==> config.mk <==
export PLATFORM = sky130hd
export DESIGN_NAME = onewire_temp_read_sequencer_unit
export DESIGN_NICKNAME = d
export VERILOG_FILES = /design/src/rtl/core/owts_pkg.sv /design/src/rtl/core/onewire_temp_read_sequencer_unit.sv
export SDC_FILE = /design/constraint.sdc
export NUM_CORES = 1
export LEC_CHECK = 0
export ABC_CLOCK_PERIOD_IN_PS = 4400
export BUFFER_PORTS_ARGS = -buffer_cell sky130_fd_sc_hd__buf_2
export CORE_MARGIN = 1
export CORE_UTILIZATION = 56
export CTS_BUF_LIST = sky130_fd_sc_hd__clkbuf_4
export DETAILED_ROUTE_END_ITERATION = 10
export PLACE_DENSITY_LB_ADDON = 0.05
export SKIP_CTS_REPAIR_TIMING = 1
export SLEW_MARGIN = 0
export SYNTH_ARGS = -nofsm -noshare
export SYNTH_HDL_FRONTEND = slang
export SYNTH_SLANG_ARGS = --single-unit
==> constraint.sdc <==
create_clock -name clk -period 4.4 [get_ports clk]
set_input_delay 0 -clock clk [delete_from_list [all_inputs] [get_ports clk]]
set_output_delay 0 -clock clk [all_outputs]
set_load 0.1 [all_outputs]
==> src/rtl/core/owts_pkg.sv <==
package owts_pkg;

  // Sequencer phases
  typedef enum logic [4:0] {
    PH_IDLE    = 5'd0,
    PH_R1_LOW  = 5'd1,
    PH_R1_WAIT = 5'd2,
    PH_R1_REC  = 5'd3,
    PH_W1_LOW  = 5'd4,
    PH_W1_REL  = 5'd5,
    PH_CONV    = 5'd6,
    PH_R2_LOW  = 5'd7,
    PH_R2_WAIT = 5'd8,
    PH_R2_REC  = 5'd9,
    PH_W2_LOW  = 5'd10,
    PH_W2_REL  = 5'd11,
    PH_RD_LOW  = 5'd12,
    PH_RD_WAIT = 5'd13,
    PH_RD_REC  = 5'd14
  } phase_t;

  localparam int unsigned TMR_W = 20;

  // Bus commands
  localparam logic [7:0] CMD_SKIP = 8'hCC;
  localparam logic [7:0] CMD_CONV = 8'h44;
  localparam logic [7:0] CMD_READ = 8'hBE;

  // Slot timing in microseconds
  localparam logic [TMR_W-1:0] T_RST_LOW   = 20'd480;
  localparam logic [TMR_W-1:0] T_PRES      = 20'd70;
  localparam logic [TMR_W-1:0] T_RST_REC   = 20'd410;
  localparam logic [TMR_W-1:0] T_W1_LOW    = 20'd6;
  localparam logic [TMR_W-1:0] T_W1_REL    = 20'd64;
  localparam logic [TMR_W-1:0] T_W0_LOW    = 20'd60;
  localparam logic [TMR_W-1:0] T_W0_REL    = 20'd10;
  localparam logic [TMR_W-1:0] T_RD_LOW    = 20'd6;
  localparam logic [TMR_W-1:0] T_RD_SAMPLE = 20'd9;
  localparam logic [TMR_W-1:0] T_RD_REC    = 20'd55;

  localparam logic [TMR_W-1:0] CONV_WAIT_RST = 20'd750000;

endpackage

==> src/rtl/core/onewire_temp_read_sequencer_unit.sv <==
// Each item passes through the input register and then the output register.
// Throughput: one input item per cycle; the input register and the output register
// each advance whenever the stage after them can take data.
// Reset (rst_n low, synchronous): both stages empty, sequencer idle, all counters
// and shift registers cleared, conversion wait set to 750000 us.
module onewire_temp_read_sequencer_unit (
  input  logic               clk,
  input  logic               rst_n,
  // configuration
  input  logic               cfg_wr_en,
  input  logic [19:0]        cfg_wr_data,
  // input channel
  input  logic               in_valid,
  output logic               in_stall,
  input  logic               in_start_req,
  input  logic               in_tick_us,
  input  logic               in_line_level,
  // result channel
  output logic               out_valid,
  input  logic               out_stall,
  output logic               out_drive_low,
  output logic               out_busy_res,
  output logic               out_done_res,
  output logic               out_status,
  output logic signed [15:0] out_temperature_raw
);

  // Configuration register
  logic [owts_pkg::TMR_W-1:0] conv_wait_r;

  // Input stage
  logic s1_valid_r;
  logic s1_start_r, s1_tick_r, s1_line_r;

  // Sequencer state
  owts_pkg::phase_t           phase_r, phase_nxt;
  logic [owts_pkg::TMR_W-1:0] slot_timer_r, slot_timer_nxt;
  logic [2:0]                 bit_cnt_r, bit_cnt_nxt;
  logic                       byte_cnt_r, byte_cnt_nxt;
  logic [7:0]                 shift_r, shift_nxt;
  logic [15:0]                reading_r, reading_nxt;
  logic                       err_r, err_nxt;
  logic                       done_nxt;

  // Output stage
  logic        out_valid_r;
  logic        drive_low_r, busy_r, done_r, status_r;
  logic [15:0] temp_r;

  // Computed results
  logic        drive_low_c, busy_c, status_c;
  logic [15:0] temp_c;

  // Timer helpers
  logic [owts_pkg::TMR_W-1:0] dur;
  logic [owts_pkg::TMR_W:0]   tmr_inc;
  logic                       tmr_hit;
  logic                       bitv;

  // Handshake
  logic out_load, adv, in_xfer;

  assign out_load = !out_valid_r || !out_stall;
  assign adv      = s1_valid_r && out_load;
  assign in_stall = s1_valid_r && !out_load;
  assign in_xfer  = in_valid && !in_stall;

  assign bitv = shift_r[0];

  // Interval length for the current phase
  always_comb begin
    case (phase_r)
      owts_pkg::PH_R1_LOW, owts_pkg::PH_R2_LOW:   dur = owts_pkg::T_RST_LOW;
      owts_pkg::PH_R1_WAIT, owts_pkg::PH_R2_WAIT: dur = owts_pkg::T_PRES;
      owts_pkg::PH_R1_REC, owts_pkg::PH_R2_REC:   dur = owts_pkg::T_RST_REC;
      owts_pkg::PH_W1_LOW, owts_pkg::PH_W2_LOW:
        dur = bitv ? owts_pkg::T_W1_LOW : owts_pkg::T_W0_LOW;
      owts_pkg::PH_W1_REL, owts_pkg::PH_W2_REL:
        dur = bitv ? owts_pkg::T_W1_REL : owts_pkg::T_W0_REL;
      owts_pkg::PH_CONV:    dur = conv_wait_r;
      owts_pkg::PH_RD_LOW:  dur = owts_pkg::T_RD_LOW;
      owts_pkg::PH_RD_WAIT: dur = owts_pkg::T_RD_SAMPLE;
      owts_pkg::PH_RD_REC:  dur = owts_pkg::T_RD_REC;
      default:              dur = owts_pkg::T_RST_LOW;
    endcase
  end

  // Tick counting: the interval ends on the tick that reaches its length
  assign tmr_inc = {1'b0, slot_timer_r} + {{owts_pkg::TMR_W{1'b0}}, 1'b1};
  assign tmr_hit = s1_tick_r && (tmr_inc >= {1'b0, dur});

  // Next state
  always_comb begin
    phase_nxt      = phase_r;
    slot_timer_nxt = slot_timer_r;
    bit_cnt_nxt    = bit_cnt_r;
    byte_cnt_nxt   = byte_cnt_r;
    shift_nxt      = shift_r;
    reading_nxt    = reading_r;
    err_nxt        = err_r;
    done_nxt       = 1'b0;

    // timer advance, shared by every timed phase
    if (phase_r != owts_pkg::PH_IDLE && s1_tick_r) begin
      slot_timer_nxt = tmr_hit ? '0 : tmr_inc[owts_pkg::TMR_W-1:0];
    end

    case (phase_r)
      owts_pkg::PH_R1_LOW: begin
        if (tmr_hit) phase_nxt = owts_pkg::PH_R1_WAIT;
      end
      owts_pkg::PH_R2_LOW: begin
        if (tmr_hit) phase_nxt = owts_pkg::PH_R2_WAIT;
      end
      owts_pkg::PH_R1_WAIT, owts_pkg::PH_R2_WAIT: begin
        if (tmr_hit) begin
          if (s1_line_r) begin
            // no presence pulse: abort with error
            err_nxt   = 1'b1;
            phase_nxt = owts_pkg::PH_IDLE;
            done_nxt  = 1'b1;
          end else begin
            phase_nxt = (phase_r == owts_pkg::PH_R1_WAIT) ? owts_pkg::PH_R1_REC
                                                          : owts_pkg::PH_R2_REC;
          end
        end
      end
      owts_pkg::PH_R1_REC, owts_pkg::PH_R2_REC: begin
        if (tmr_hit) begin
          phase_nxt    = (phase_r == owts_pkg::PH_R1_REC) ? owts_pkg::PH_W1_LOW
                                                          : owts_pkg::PH_W2_LOW;
          shift_nxt    = owts_pkg::CMD_SKIP;
          bit_cnt_nxt  = '0;
          byte_cnt_nxt = 1'b0;
        end
      end
      owts_pkg::PH_W1_LOW: begin
        if (tmr_hit) phase_nxt = owts_pkg::PH_W1_REL;
      end
      owts_pkg::PH_W2_LOW: begin
        if (tmr_hit) phase_nxt = owts_pkg::PH_W2_REL;
      end
      owts_pkg::PH_W1_REL, owts_pkg::PH_W2_REL: begin
        if (tmr_hit) begin
          shift_nxt = {1'b0, shift_r[7:1]};
          if (bit_cnt_r == 3'd7) begin
            bit_cnt_nxt = '0;
            if (!byte_cnt_r) begin
              // second command byte
              byte_cnt_nxt = 1'b1;
              if (phase_r == owts_pkg::PH_W1_REL) begin
                shift_nxt = owts_pkg::CMD_CONV;
                phase_nxt = owts_pkg::PH_W1_LOW;
              end else begin
                shift_nxt = owts_pkg::CMD_READ;
                phase_nxt = owts_pkg::PH_W2_LOW;
              end
            end else begin
              byte_cnt_nxt = 1'b0;
              shift_nxt    = '0;
              phase_nxt    = (phase_r == owts_pkg::PH_W1_REL) ? owts_pkg::PH_CONV
                                                              : owts_pkg::PH_RD_LOW;
            end
          end else begin
            bit_cnt_nxt = bit_cnt_r + 3'd1;
            phase_nxt   = (phase_r == owts_pkg::PH_W1_REL) ? owts_pkg::PH_W1_LOW
                                                           : owts_pkg::PH_W2_LOW;
          end
        end
      end
      owts_pkg::PH_CONV: begin
        if (tmr_hit) phase_nxt = owts_pkg::PH_R2_LOW;
      end
      owts_pkg::PH_RD_LOW: begin
        if (tmr_hit) phase_nxt = owts_pkg::PH_RD_WAIT;
      end
      owts_pkg::PH_RD_WAIT: begin
        // sample the line, LSB first
        if (tmr_hit) begin
          shift_nxt = {s1_line_r, shift_r[7:1]};
          phase_nxt = owts_pkg::PH_RD_REC;
        end
      end
      owts_pkg::PH_RD_REC: begin
        if (tmr_hit) begin
          phase_nxt = owts_pkg::PH_RD_LOW;
          if (bit_cnt_r == 3'd7) begin
            bit_cnt_nxt = '0;
            if (!byte_cnt_r) begin
              reading_nxt  = {reading_r[15:8], shift_r};
              byte_cnt_nxt = 1'b1;
              shift_nxt    = '0;
            end else begin
              reading_nxt  = {shift_r, reading_r[7:0]};
              byte_cnt_nxt = 1'b0;
              err_nxt      = 1'b0;
              phase_nxt    = owts_pkg::PH_IDLE;
              done_nxt     = 1'b1;
            end
          end else begin
            bit_cnt_nxt = bit_cnt_r + 3'd1;
          end
        end
      end
      default: begin
        // idle: a start request launches the first reset pulse
        phase_nxt = owts_pkg::PH_IDLE;
        if (s1_start_r) begin
          phase_nxt      = owts_pkg::PH_R1_LOW;
          slot_timer_nxt = '0;
          bit_cnt_nxt    = '0;
          byte_cnt_nxt   = 1'b0;
          shift_nxt      = '0;
          err_nxt        = 1'b0;
        end
      end
    endcase
  end

  // Result fields from the updated state
  always_comb begin
    drive_low_c = (phase_nxt == owts_pkg::PH_R1_LOW) || (phase_nxt == owts_pkg::PH_R2_LOW) ||
                  (phase_nxt == owts_pkg::PH_W1_LOW) || (phase_nxt == owts_pkg::PH_W2_LOW) ||
                  (phase_nxt == owts_pkg::PH_RD_LOW);
    busy_c      = (phase_nxt != owts_pkg::PH_IDLE);
    status_c    = done_nxt && err_nxt;
    temp_c      = (done_nxt && !err_nxt) ? reading_nxt : 16'd0;
  end

  // Configuration register
  always_ff @(posedge clk) begin
    if (!rst_n) begin
      conv_wait_r <= owts_pkg::CONV_WAIT_RST;
    end else if (cfg_wr_en) begin
      conv_wait_r <= cfg_wr_data;
    end
  end

  // Input stage
  always_ff @(posedge clk) begin
    if (!rst_n) begin
      s1_valid_r <= 1'b0;
    end else if (in_xfer) begin
      s1_valid_r <= 1'b1;
    end else if (adv) begin
      s1_valid_r <= 1'b0;
    end
  end

  always_ff @(posedge clk) begin
    if (in_xfer) begin
      s1_start_r <= in_start_req;
      s1_tick_r  <= in_tick_us;
      s1_line_r  <= in_line_level;
    end
  end

  // Sequencer state, updated as each item moves to the output stage
  always_ff @(posedge clk) begin
    if (!rst_n) begin
      phase_r      <= owts_pkg::PH_IDLE;
      slot_timer_r <= '0;
      bit_cnt_r    <= '0;
      byte_cnt_r   <= 1'b0;
      shift_r      <= '0;
      reading_r    <= '0;
      err_r        <= 1'b0;
    end else if (adv) begin
      phase_r      <= phase_nxt;
      slot_timer_r <= slot_timer_nxt;
      bit_cnt_r    <= bit_cnt_nxt;
      byte_cnt_r   <= byte_cnt_nxt;
      shift_r      <= shift_nxt;
      reading_r    <= reading_nxt;
      err_r        <= err_nxt;
    end
  end

  // Output stage
  always_ff @(posedge clk) begin
    if (!rst_n) begin
      out_valid_r <= 1'b0;
    end else if (adv) begin
      out_valid_r <= 1'b1;
    end else if (!out_stall) begin
      out_valid_r <= 1'b0;
    end
  end

  always_ff @(posedge clk) begin
    if (adv) begin
      drive_low_r <= drive_low_c;
      busy_r      <= busy_c;
      done_r      <= done_nxt;
      status_r    <= status_c;
      temp_r      <= temp_c;
    end
  end

  assign out_valid           = out_valid_r;
  assign out_drive_low       = drive_low_r;
  assign out_busy_res        = busy_r;
  assign out_done_res        = done_r;
  assign out_status          = status_r;
  assign out_temperature_raw = signed'(temp_r);

endmodule

==> results.txt, run 1 <==
Outcome: finished, final reports clean
Die X: 100 um
Crit path launch: phase_r[3]
Clk sinks: 90
Finished Cell Area: 0.00649 sq mm
CP most frequent cell: buf_4
GR Util met3: 0.0418
Io pins: 50
DR pass1 iterations: 5
RD Place Congestion: 0.940
Cts bufs inserted: 9
Fin crit period: 4.13 ns
Ys flop type: dfxtp_1
CP Capture Type: register
Vias in the first global route: 4,389
Crit-path slowest cell: and3_1
Layout cells sized above 1: 0.168
Routed WL: 13,700 um
Static Leak: 2.57 nW
Final period util: 0.939
PortBufs: 49
Seq/Total Area, Yosys: 0.375
Post-DP HPWL: 9570 um
Std cell rows: 35
Total Negative Setup Slacks: 0 ns
EDFF count, synth: 23
Syn Area/Cell: 8.34 sq um
Wire per inst: 15.7 um
DR vias: 4,933
GRT Overall Usage: 0.266
Layout Nets: 792
Largest net degree at the start of global routing: 46
Cell area after synthesis: 0.00541 sq mm
# placed instances: 811
Syn Nets: 703
Slew @ Worst Pin: 0.649 ns
Total grt overflow: 0
Synth top area cells: dfxtp_1 (25%), edfxtp_1 (13%), nand2_1 (7.2%)
Yosys warns: 0
Clock Path Buffers: 2
Unrepaired setup endpoints after global routing: no
Die ar.: 0.0101 sq mm
Worst-path maximum fanout: 15
Worst slack, placed: 0.0857 ns
Setup ws final: 0.270 ns
Crit-path max cell delay: 0.43 ns
Fmax: 0.242 GHz
Cells after Synth: 649
Reg2reg start: phase_r[3]
Peak VDD IR: 0.141 mV
Critical Path AT: 4.51 ns
Hold crit path type: in2reg
Diodes inserted: 0
Core region area: 0.00928 sq mm
GRT met1 Usage: 0.346
Setup Skew: 0.0203 ns
Final Hold Fails: 0
Number of synthesized register bits: 90
DR vias/cell: 5.66
Finished Layout Cells: 872
Worst Hold Depth: 3
Placed cell area: 0.00584 sq mm
Die H: 100 um
Power per standard cell area: 251 mW/mm^2
First-pass GRT wire length: 21,200 um
Final Core Density: 0.699
Clock transition at the registers of the reported paths: 0.17 ns
# Max-Cap Violations: 0
Drc violations: 0
Initial antenna violation count: 0
Worst hold start: cfg_wr_en
Post-synthesis cell type count: 65
Synth area leader: dfxtp_1
DR iter-0 viols: 367
Max Slew Vio Count: 0
H-tree Lvls: 3
Critical Path Start Type: register
Critical path type: reg2reg
Initial Util: 0.583
Root Buffer: clkbuf_4
Synth top area share: 0.248
Slew HR: 0.562
TritonCTS clock tree: done
M2 GR Usage: 0.455
WP data required: 4.78 ns
Reg2reg path depth: 16
# setup viols final: 0
Synth-to-layout area growth: 19.9%
Remaining antenna violation count: 0
Busiest metal layer after global routing: met2
CP Cell Sequence: inv_1, and3_1, a222oi_1, ha_1, nand3_1, o21bai_1, a311o_1, nand3_1, a221oi_4, buf_4, buf_4, a211o_1, a221o_1, buf_4, a211o_1, and3_1
Clk Latency, worst-skew pair: 0.47 ns
Asr flop ratio synth: 0
-- worst paths after layout --
path         slack, ns         endpoint
max               0.27       shift_r[2]
min               0.09  conv_wait_r[17]
max reg2reg       0.27       shift_r[2]
min reg2reg       0.48     reading_r[2]
-- layer usage --
layer / vias up / part of all wire
met5: - / 0
met4: 0 / 0.019
met3: 23 / 0.049
met2: 162 / 0.49
met1: 2287 / 0.44
li1: 2461 / -
-- cell usage after synthesis, drive strengths merged, types with 4 or more instances --
cell type,number
nand2,104
dfxtp,67
nor2,50
o21ai,39
nor2b,34
a21oi,33
clkbuf,32
mux2i,31
ha,26
edfxtp,23
nand3,21
a21boi,18
and2,15
a22oi,14
nor3,14
and3,11
xnor2,11
inv,10
xor2,10
a21o,8
buf,8
a211oi,7
nand2b,7
o21a,6
or2,5
o211ai,4
-- flip-flops by register name, summed over array words and instances, names as in the netlist, 3 cells and up --
register             cells
conv_wait_r             20
bit_cnt_r                3
reading_r                8
shift_r                  8
phase_r                  5
out_temperature_raw     16
slot_timer_r            20
-- cells by family after synthesis --
kind of cell / share of synthesized area
simple gates: 0.249
compound gates: 0.187
flops: 0.375
buf+inv: 0.0372
mux: 0.0573
fa+ha+maj: 0.0601
xor+xnor: 0.0340
-- where the power goes --
group          internal [W]  switching (W)
clock              0.000138       0.000349
sequential         0.000872      0.0000179
combinational     0.0000871       0.000163
-- stage by stage --
stage,total power (W),hold slack [ns]
2_1_floorplan,0.00107,0.0989
3_3_place_gp,0.00112,0.179
3_5_place_dp,0.00113,0.182
4_1_cts,0.00160,-0.307
5_1_grt,0.00169,0.0940
6_report,0.00163,0.0908
-- layout by cell type (no fill, tap or decap), types with 3 or more instances in the layout --
cell type      netlist  final
dlygate4sd3_1        0     39
buf_2                2     49
xnor2_1             11     11
nor2b_1             34     33
a22oi_1             14     14
nand2b_1             7      7
and3_1              10     10
mux2i_1             31     31
edfxtp_1            23     23
a31oi_1              3      3
nor2_1              49     47
dfxtp_1             67     58
a211o_1              3      3
nand2_1            104    104
a21oi_1             33     33
a211oi_1             6      5
and2_0               3      3
buf_4                1     30
nand4_1              3      3
clkbuf_4             0      9
nand3_1             20     20
xor2_1              10     10
or2_2                4      3
dfxtp_2              0      7
a21o_1               8      8
o21a_1               6      6
nor3_1              14     12
a21boi_0            17     17
ha_1                26     25
and2_1              12     12
o211ai_1             3      3
o21ai_0             38     38
nor3b_1              3      3
inv_1               10     10
-- layout make-up --
type	count	area (sq um)
Multi-Input combinational cell	509	3230
Fill cell	753	2790
Inverter	10	37.5
Clock inverter	7	81.3
Clock buffer	9	67.6
Sequential cell	90	2050
Tap cell	129	161
Timing Repair Buffer	118	861
-- worst max-delay path, delay by kind of cell, from the launching register on --
| family | cells | cell delay (ns) |
|---|---|---|
| and+or+nand+nor | 4 | 0.84 |
| DFF | 1 | 0.42 |
| AOI/OAI and AO/OA | 7 | 1.54 |
| buffers and inverters | 4 | 0.88 |
| adders and majority gates | 1 | 0.35 |
Note: power is estimated with default switching activity, not from simulation.
==> run 2: changes to the inputs <==
--- a/config.mk
+++ b/config.mk
@@ -6,11 +6,11 @@
 export NUM_CORES = 1
 export LEC_CHECK = 0
 export ABC_CLOCK_PERIOD_IN_PS = 4400
-export BUFFER_PORTS_ARGS = -buffer_cell sky130_fd_sc_hd__buf_2
 export CORE_MARGIN = 1
-export CORE_UTILIZATION = 56
+export CORE_UTILIZATION = 60
 export CTS_BUF_LIST = sky130_fd_sc_hd__clkbuf_4
 export DETAILED_ROUTE_END_ITERATION = 10
+export DONT_BUFFER_PORTS = 1
 export PLACE_DENSITY_LB_ADDON = 0.05
 export SKIP_CTS_REPAIR_TIMING = 1
 export SLEW_MARGIN = 0
==> run 2 against run 1 <==
Hold slack worse by 0.053 ns. Final area decreased by 0.85%. Critical path depth increased by 5. Sequential power up 8.1%. Setup slack got worse by 0.089 ns. Routed wire length up 6.2%. Clock skew rose by 0.013 ns. Via count up 2.4%. Clock power about the same. Global-route usage is 0.27 points higher. Largest power group unchanged.
==> results.txt, run 2 (synthesis gave the netlist of run 1 again) <==
Clk Latency, worst-skew pair: 0.48 ns
Post-DP HPWL: 9190 um
Final Hold Fails: 0
Std cell rows: 34
Cts bufs inserted: 9
TritonCTS clock tree: done
# Max-Cap Violations: 0
Clock transition at the registers of the reported paths: 0.17 ns
Layout cells sized above 1: 0.118
Remaining antenna violation count: 0
Placed cell area: 0.00557 sq mm
Slew HR: 0.308
Critical Path AT: 4.59 ns
Setup ws final: 0.181 ns
Largest net degree at the start of global routing: 64
Final period util: 0.959
Setup Skew: 0.0338 ns
Power per standard cell area: 254 mW/mm^2
Critical Path Start Type: register
Worst-path maximum fanout: 15
Synth-to-layout area growth: 18.9%
Die X: 97.0 um
Final Core Density: 0.738
Initial antenna violation count: 1
# setup viols final: 0
Unrepaired setup endpoints after global routing: no
DR vias/cell: 6.15
GRT Overall Usage: 0.269
DR vias: 5,053
Routed WL: 14,600 um
First-pass GRT wire length: 20,600 um
Peak VDD IR: 0.144 mV
Hold crit path type: in2reg
Total Negative Setup Slacks: 0 ns
Wire per inst: 17.7 um
Fmax: 0.237 GHz
Outcome: finished, final reports clean
CP Capture Type: register
Finished Cell Area: 0.00644 sq mm
Static Leak: 2.45 nW
RD Place Congestion: 0.948
Slew @ Worst Pin: 1.04 ns
H-tree Lvls: 3
Core region area: 0.00872 sq mm
Max Slew Vio Count: 0
DR iter-0 viols: 463
Total grt overflow: 0
Fillers: 633
Critical path type: reg2reg
Die ar.: 0.00941 sq mm
WP data required: 4.77 ns
Fin crit period: 4.22 ns
Commonest non-fill, non-tap cell in the layout: nand2_1
Io pins: 50
Drc violations: 0
Layout Nets: 762
Vias in the first global route: 4,309
Most frequent cells in the layout: nand2_1 (103), dfxtp_1 (59), dlygate4sd3_1 (54)
Worst slack, placed: -0.0442 ns
Initial Util: 0.621
Clk sinks: 90
Die H: 97.0 um
PortBufs: 0
Root Buffer: clkbuf_4
Clock Path Buffers: 2
DR pass1 iterations: 8
Overall power: 0.00163 W
==> run 2: cell count changes in the layout (fill, tap and decap cells not counted), sizes merged <==
cell,previous run,this run
buf,79,34
diode,0,1
inv,13,12
dlygate4sd3,39,54
clkinvlp,0,1
==> run 2: worst paths after layout <==
| kind | from | end | slack [ns] | cells past startpoint |
|---|---|---|---|---|
| setup / recovery | slot_timer_r[0] | shift_r[2] | 0.18 | 21 |
| hold / removal | out_stall | phase_r[2] | 0.04 | 4 |
| setup reg to reg | slot_timer_r[0] | shift_r[2] | 0.18 | 21 |
| hold reg to reg | reading_r[1] | reading_r[1] | 0.48 | 2 |
==> run 2: per-stage QoR <==
| step | instances | hold WS [ns] |
|---|---|---|
| detailed placement | 742 | 0.0701 |
| floorplan | 649 | 0.0989 |
| global placement | 742 | 0.0655 |
| global route | 822 | 0.0284 |
| CTS | 758 | -0.423 |
| finish | 822 | 0.0376 |
==> run 2: layer usage <==
| layer | global-route usage | vias to the layer above | wire (um) |
|---|---|---|---|
| li1 | - | 2401 | - |
| met1 | 0.346 | 2368 | 6000 |
| met2 | 0.463 | 229 | 7250 |
| met3 | 0.0405 | 55 | 849 |
| met4 | 0.0838 | 0 | 482 |
| met5 | 0 | - | 0 |
==> run 2: area by class of cell <==
| cell class | instances | area [sq um] | area share |
|---|---|---|---|
| Sequential cell | 90 | 2040 | 0.318 |
| Tap cell | 108 | 135 | 0.0210 |
| Clock inverter | 7 | 81.3 | 0.0126 |
| Antenna cell | 1 | 2.50 | 0.000389 |
| Clock buffer | 9 | 67.6 | 0.0105 |
| Timing Repair Buffer | 88 | 816 | 0.127 |
| Inverter | 10 | 41.3 | 0.00642 |
| Multi-Input combinational cell | 509 | 3250 | 0.505 |
==> run 2: report_power, final <==
| group | total, W | internal (W) | switching (W) |
|---|---|---|---|
| registers | 0.000962 | 0.000874 | 0.0000882 |
| logic | 0.000186 | 0.0000929 | 0.0000933 |
| clock network | 0.000486 | 0.000138 | 0.000349 |
| total | 0.00163 | 0.00110 | 0.000530 |
==> run 2: worst max-delay path, stage by stage, from the launching register on <==
cell	delay, ns
dfxtp_4	0.41
ha_1	0.18
nand3_2	0.09
nor3_1	0.24
and3_1	0.21
and3_2	0.25
nand3_4	0.14
nor2_4	0.16
xor2_2	0.09
ha_1	0.30
o21ai_0	0.08
nor2_1	0.10
nor2_1	0.06
o211ai_2	0.26
a221oi_4	0.10
buf_4	0.18
buf_4	0.17
a211o_1	0.22
a221o_1	0.31
buf_4	0.19
a211o_1	0.22
and3_1	0.17
